### config.mk
export PLATFORM = sky130hd
export DESIGN_NAME = mlt_front
export DESIGN_NICKNAME = d
export VERILOG_FILES = /design/src/hdl/mlt_pkg.sv /design/src/hdl/mlt_front.sv
export SDC_FILE = /design/constraint.sdc
export NUM_CORES = 1
export LEC_CHECK = 0
export BUFFER_PORTS_ARGS = -buffer_cell sky130_fd_sc_hd__buf_2
export CAP_MARGIN = 20
export CORE_UTILIZATION = 46
export CTS_CLUSTER_DIAMETER = 100
export DETAILED_ROUTE_END_ITERATION = 6
export PLACE_DENSITY_LB_ADDON = 0.08
export SLEW_MARGIN = 20
export SYNTH_ARGS = -nofsm -noshare
export SYNTH_HDL_FRONTEND = slang
export SYNTH_SLANG_ARGS = --single-unit
export TNS_END_PERCENT = 5
### constraint.sdc
create_clock -name clk -period 10.7 [get_ports clk]
set_clock_uncertainty 0.1 [all_clocks]
set_input_delay 2.675 -clock clk [delete_from_list [all_inputs] [get_ports clk]]
set_output_delay 2.675 -clock clk [all_outputs]
set_load 0.05 [all_outputs]
### src/hdl/mlt_pkg.sv
// Shared types and constants for the MAC learning table.
// No dependencies.
`default_nettype none
package mlt_pkg;
  // port field width and the width of one queued item payload
  localparam int PORT_BITS = 9;
  localparam int QW        = 48 + PORT_BITS + 4 + 32;

  typedef enum logic [2:0] {
    MODE_LEARN     = 3'd0,
    MODE_INSERT    = 3'd1,
    MODE_LOOKUP    = 3'd2,
    MODE_DEL_ADDR  = 3'd3,
    MODE_DEL_PORT  = 3'd4,
    MODE_FLUSH     = 3'd5,
    MODE_AGE       = 3'd6,
    MODE_NONE      = 3'd7
  } mode_t;

  localparam logic [2:0] ST_OK       = 3'd0;
  localparam logic [2:0] ST_INVALID  = 3'd1;
  localparam logic [2:0] ST_FULL     = 3'd2;
  localparam logic [2:0] ST_NOTFOUND = 3'd3;
  localparam logic [2:0] ST_LOCAL    = 3'd4;

  localparam logic [1:0] CFG_AGEING  = 2'd0;
  localparam logic [1:0] CFG_FWD     = 2'd1;
  localparam logic [1:0] CFG_TC      = 2'd2;

  typedef enum logic [2:0] {
    BK_IDLE,
    BK_CLEAR,
    BK_SCAN,
    BK_WAIT,
    BK_EXEC,
    BK_OUT
  } bk_state_t;

  // walk kinds decided by the front end
  typedef struct packed {
    logic [2:0]  mode;
    logic        addr_ok;
    logic        learn_en;
  } cls_t;
endpackage
`default_nettype wire

### src/hdl/mlt_front.sv
// Front end: accepts items, classifies them and queues them for the back end.
// Depends on mlt_pkg.
`default_nettype none
module mlt_front
  import mlt_pkg::*;
(
  input  wire logic                 clk,
  input  wire logic                 rst_n,
  input  wire logic                 in_valid,
  output logic                      in_ready,
  input  wire logic [2:0]           in_mode,
  input  wire logic [47:0]          in_mac,
  input  wire logic [PORT_BITS-1:0] in_port,
  input  wire logic                 in_learn,
  input  wire logic                 in_local,
  input  wire logic                 in_static,
  input  wire logic                 in_incl,
  input  wire logic [31:0]          in_now,
  input  wire logic [31:0]          hold,
  output logic                      q_valid,
  input  wire logic                 q_ready,
  output cls_t                      q_cls,
  output logic [QW-1:0]             q_data
);
  // two-entry queue
  logic [1:0]              vld_r, vld_nxt;
  logic                    rd_r, wr_r;
  logic [QW+4:0]           mem_r [2];
  logic [QW+4:0]           wdata;
  cls_t                    cls;
  logic                    push, pop;

  always_comb begin
    cls.mode     = in_mode;
    cls.addr_ok  = (in_mac != 48'd0) && !in_mac[40];
    cls.learn_en = (hold != 32'd0) && in_learn;
    wdata = {cls, in_mac, in_port, in_learn, in_local, in_static, in_incl, in_now};
  end

  assign in_ready = !vld_r[wr_r];
  assign push     = in_valid && in_ready;
  assign q_valid  = vld_r[rd_r];
  assign pop      = q_valid && q_ready;
  assign q_cls    = mem_r[rd_r][QW+4:QW];
  assign q_data   = mem_r[rd_r][QW-1:0];

  always_comb begin
    vld_nxt = vld_r;
    if (push) vld_nxt[wr_r] = 1'b1;
    if (pop)  vld_nxt[rd_r] = 1'b0;
  end

  always_ff @(posedge clk) begin
    if (push) mem_r[wr_r] <= wdata;
    if (!rst_n) begin
      vld_r <= 2'b00;
      rd_r  <= 1'b0;
      wr_r  <= 1'b0;
    end else begin
      vld_r <= vld_nxt;
      if (push) wr_r <= !wr_r;
      if (pop)  rd_r <= !rd_r;
    end
  end
endmodule
`default_nettype wire

Word-level counts from Yosys, hierarchy flattened
Memories as Yosys holds them, arrays and structs flattened. A register that Yosys moved wholly into a read port is not among the register bits.
Cells that the tools add are included.
- bits in registers: 4
- bits in writable memories: 196
- bits of input ports: 132
- output and inout bits: 100
- memories: 1
- $lt $le $gt $ge: 4
- multiplexer cells: 14
- bitwise gates (word level): 3
- reduce and logical (&&, ||, !) cells: 12
- memory list (memory ; depth ; bits a word ; rd ports ; clocked after Yosys merged registers in ; wr ports ; line ; text):
    mem_r ; 2 ; 98 ; 1 ; 1 ; 1 ; mlt_front.sv:28 ; logic [QW+4:0] mem_r [2];
- operators by type and width (kind ; number):
    48-bit nonzero test ; 1
    32-bit nonzero test ; 1
    1-bit 2-to-1 mux ; 10
    1-bit logical AND ; 6
    1-bit zero test ; 4
    1-bit by 2-bit < comparator with 1-bit output (second input constant) ; 2
    2-bit 2-to-1 mux ; 2
    2-bit bitwise AND ; 1
    1-bit demux with 1-bit select ; 2
    1-bit >= comparator (second input constant) ; 2
    2-bit inverter ; 1
    2-bit bitwise OR ; 1

Longest topological paths before layout
- word-level depth: 8
- depth in mapped cells: 4
- depth with buffers taken out: 3

Worst setup path before layout
OpenSTA, ideal clock, no wires.
- path type: in2reg
- start: input port in_valid
- end: memory mem_r[0][0] (netlist name), enable pin
- arrival: 9.811 ns
- slack: 0.090 ns
- stages: 1
- cell sequence: nor3b_1
- word-level cells in the longest chain between the ends: 3
- RTL lines (what ; line ; text):
    from (decl) ; mlt_front.sv:9 ; input wire logic in_valid,
    1-bit logical AND ; mlt_front.sv:41 ; assign push = in_valid && in_ready;
    1-bit 2-to-1 mux ; mlt_front.sv:54 ; if (push) mem_r[wr_r] <= wdata;
    1-bit 2-to-1 mux (not written as such) ; mlt_front.sv:54 ;
    to (decl) ; mlt_front.sv:28 ;
No other way between the ends.

==> flow_summary.json <==
{
  "crit_required_ns": 7.93,
  "p_leak_nw": 3.63,
  "core_um2": 15900,
  "clockBufferDepth": 3,
  "path_class": "reg2out",
  "die-area_um2": 16900,
  "clock_sinks": 201,
  "fmax_mhz": 184,
  "worst_hold_slack_ns": 0.469,
  "power.density_nw_per_um2": 206,
  "nNetsFinal": 733,
  "avgSynthCellArea_um2": 21.3,
  "ys_seq_area_frac": 0.795,
  "via_per_inst": 4.91,
  "synth_cells": 354,
  "drtIter0Drc": 182,
  "synth-edff-count": 196,
  "multiInputGateArea_um2": 1460,
  "ys.flop_type": "edfxtp_1",
  "drt-wirelength-per-cell_um": 17.8,
  "routed_wl_um": 14800,
  "antenna_found_initial": 1,
  "seqCellArea_um2": 5990,
  "max_cap_violations": 0,
  "dieHeight_um": 130,
  "syn-num-nets": 486,
  "min_from": "vld_r[1]",
  "cp.arrival_ns": 2.66,
  "setup_viol": 0,
  "cts-buffers-inserted": 21,
  "slew_viol_final": 0,
  "cts.repair.resized": 0,
  "critPathLaunchType": "flop",
  "die_w_um": 130,
  "num_rows": 46,
  "vias": 4087,
  "grt_pass1_wl_um": 21600,
  "yosysTopAreaCell": "edfxtp_1",
  "clk_latency_ns": 0.49,
  "root_buffer": "clkbuf_16",
  "drc": 0,
  "globalplace.congestion": 0.741,
  "diodes": 0,
  "ys_types": 20,
  "synthArstFlopShare": 0,
  "rsz0062_at_grt": "false",
  "ctsHoldBuffers": 0,
  "ant_nets": 0,
  "portBuffers": 231,
  "final-hold-violation-count": 0,
  "post-route-min-period_ns": 5.44,
  "worst-slew-pin-transition_ns": 1.10,
  "tns_ns": 0,
  "status": "finished clean",
  "grt_start_max_net_pins": 79,
  "rr_startpoint": "vld_r[1]",
  "hpwl_um": 9910,
  "path_clk_slew_ns": 0.06,
  "critical_path.max_fanout": 53,
  "syn_area_um2": 7530,
  "period_share": 0.508,
  "post-cts-setup-buffer-count": 0,
  "post-synth-top-count-cell": "edfxtp_1",
  "gr-usage-all-layers": 0.171,
  "relSlewSlack": 0.264,
  "ys_seq_elements": 201,
  "grt_overflow": 0,
  "io_pins": 232,
  "synth_top_area_frac": 0.782,
  "grt_pass1_vias": 4162,
  "cts_tree": "yes",
  "peakVddDrop_v": 0.000135,
  "first_pass_iters": 4,
  "nFillCells": 1230,
  "min_path_type": "reg2reg",
  "synthTopCellsByCount": "edfxtp_1, mux2_2, mux2_4, nor4_1, buf_2",
  "initial_core_util": 0.472,
  "area_growth_pct": 28.2,
  "htree_levels": 1,
  "drive_gt1_frac": 0.596,
  "cp-end-kind": "primary output",
  "synth.top_cells.by_area": "edfxtp_1, mux2_2, mux2_4, nor4_1, dfxtp_1",
  "synth_warnings": 0
}
## layout make-up
cell class                 instances  share of cell area
inverter                           2            0.000778
timing repair buffer             235               0.123
sequential                       201               0.621
tap                              216              0.0280
clock buffer                      25              0.0560
clock inverter                    13              0.0198
multi-input combinational        140               0.151
## cell families (layout without fill, tap and decap cells)
logic type / count (synthesis) / after routing / synth area share
flip-flops: 201 / 201 / 0.795
AND/OR/NAND/NOR: 32 / 32 / 0.0261
multiplexers: 100 / 100 / 0.159
buffers and inverters: 13 / 275 / 0.0116
AO/OA/AOI/OAI: 8 / 8 / 0.00748
## layer usage
layer	routed length [um]	global-route usage
met1	5950	0.206
met2	7400	0.293
met3	1140	0.0525
met4	296	0.0575
met5	8	0
## registers in the layout, indices dropped and copies added, names as in the netlist, named ones only
register,cells
mem_r,196
rd_r,1
wr_r,1
vld_r,2
## where the power goes
part	internal (mW)	leakage, nW	switching [mW]
sequential	0.922	1.87	0.0170
clock	0.481	0.353	0.277
combinational	0.0837	1.41	0.205
total	1.49	3.63	0.500
## worst max-delay path, cell delays in order, from the launching register on
cell     delay, ns
dfxtp_4       0.82
buf_4         0.69
mux2_2        0.42
buf_2         0.21
## worst paths after layout
| check | endpoint | slack [ns] | cells after the start |
|---|---|---|---|
| worst max-delay path | q_data[46] | 5.26 | 3 |
| worst min-delay path | flop | 0.47 | 1 |
| worst max register to register | mem_r[1][94] | 8.31 | 2 |
| worst min register to register | flop | 0.47 | 1 |
## layout by cell type, fill, tap and decap left out
master      instances
a21oi_1             3
a311oi_1            2
and3b_4             1
buf_2             231
buf_4               4
bufinv_16           5
clkbuf_1            4
clkbuf_16          21
clkinv_1            4
clkinv_2            2
clkinvlp_4          1
dfxtp_1             4
dfxtp_4             1
edfxtp_1          196
inv_1               2
inv_6               1
mux2_2             79
mux2_4             20
mux2i_1             1
nand2_1             1
nand2b_1            1
nand4_1             5
nor2_1              2
nor2b_1             1
nor3b_2             1
nor4_1             20
o21a_1              2
o31a_1              1
## metrics by stage
step | util | total power, mW | cell area [um2] | std cells | setup slack [ns]
after floorplan | - | 1.17 | 7530 | 354 | 0.0895
after global placement | 0.559 | 1.24 | 8910 | 794 | 5.75
after detailed placement | 0.559 | 1.25 | 8910 | 794 | 5.70
after CTS | 0.605 | 2.01 | 9650 | 832 | 5.17
after global routing | 0.605 | 2.05 | 9650 | 832 | 5.08
final | 0.605 | 1.99 | 9650 | 832 | 5.26
(Power assumes the default switching activity.)
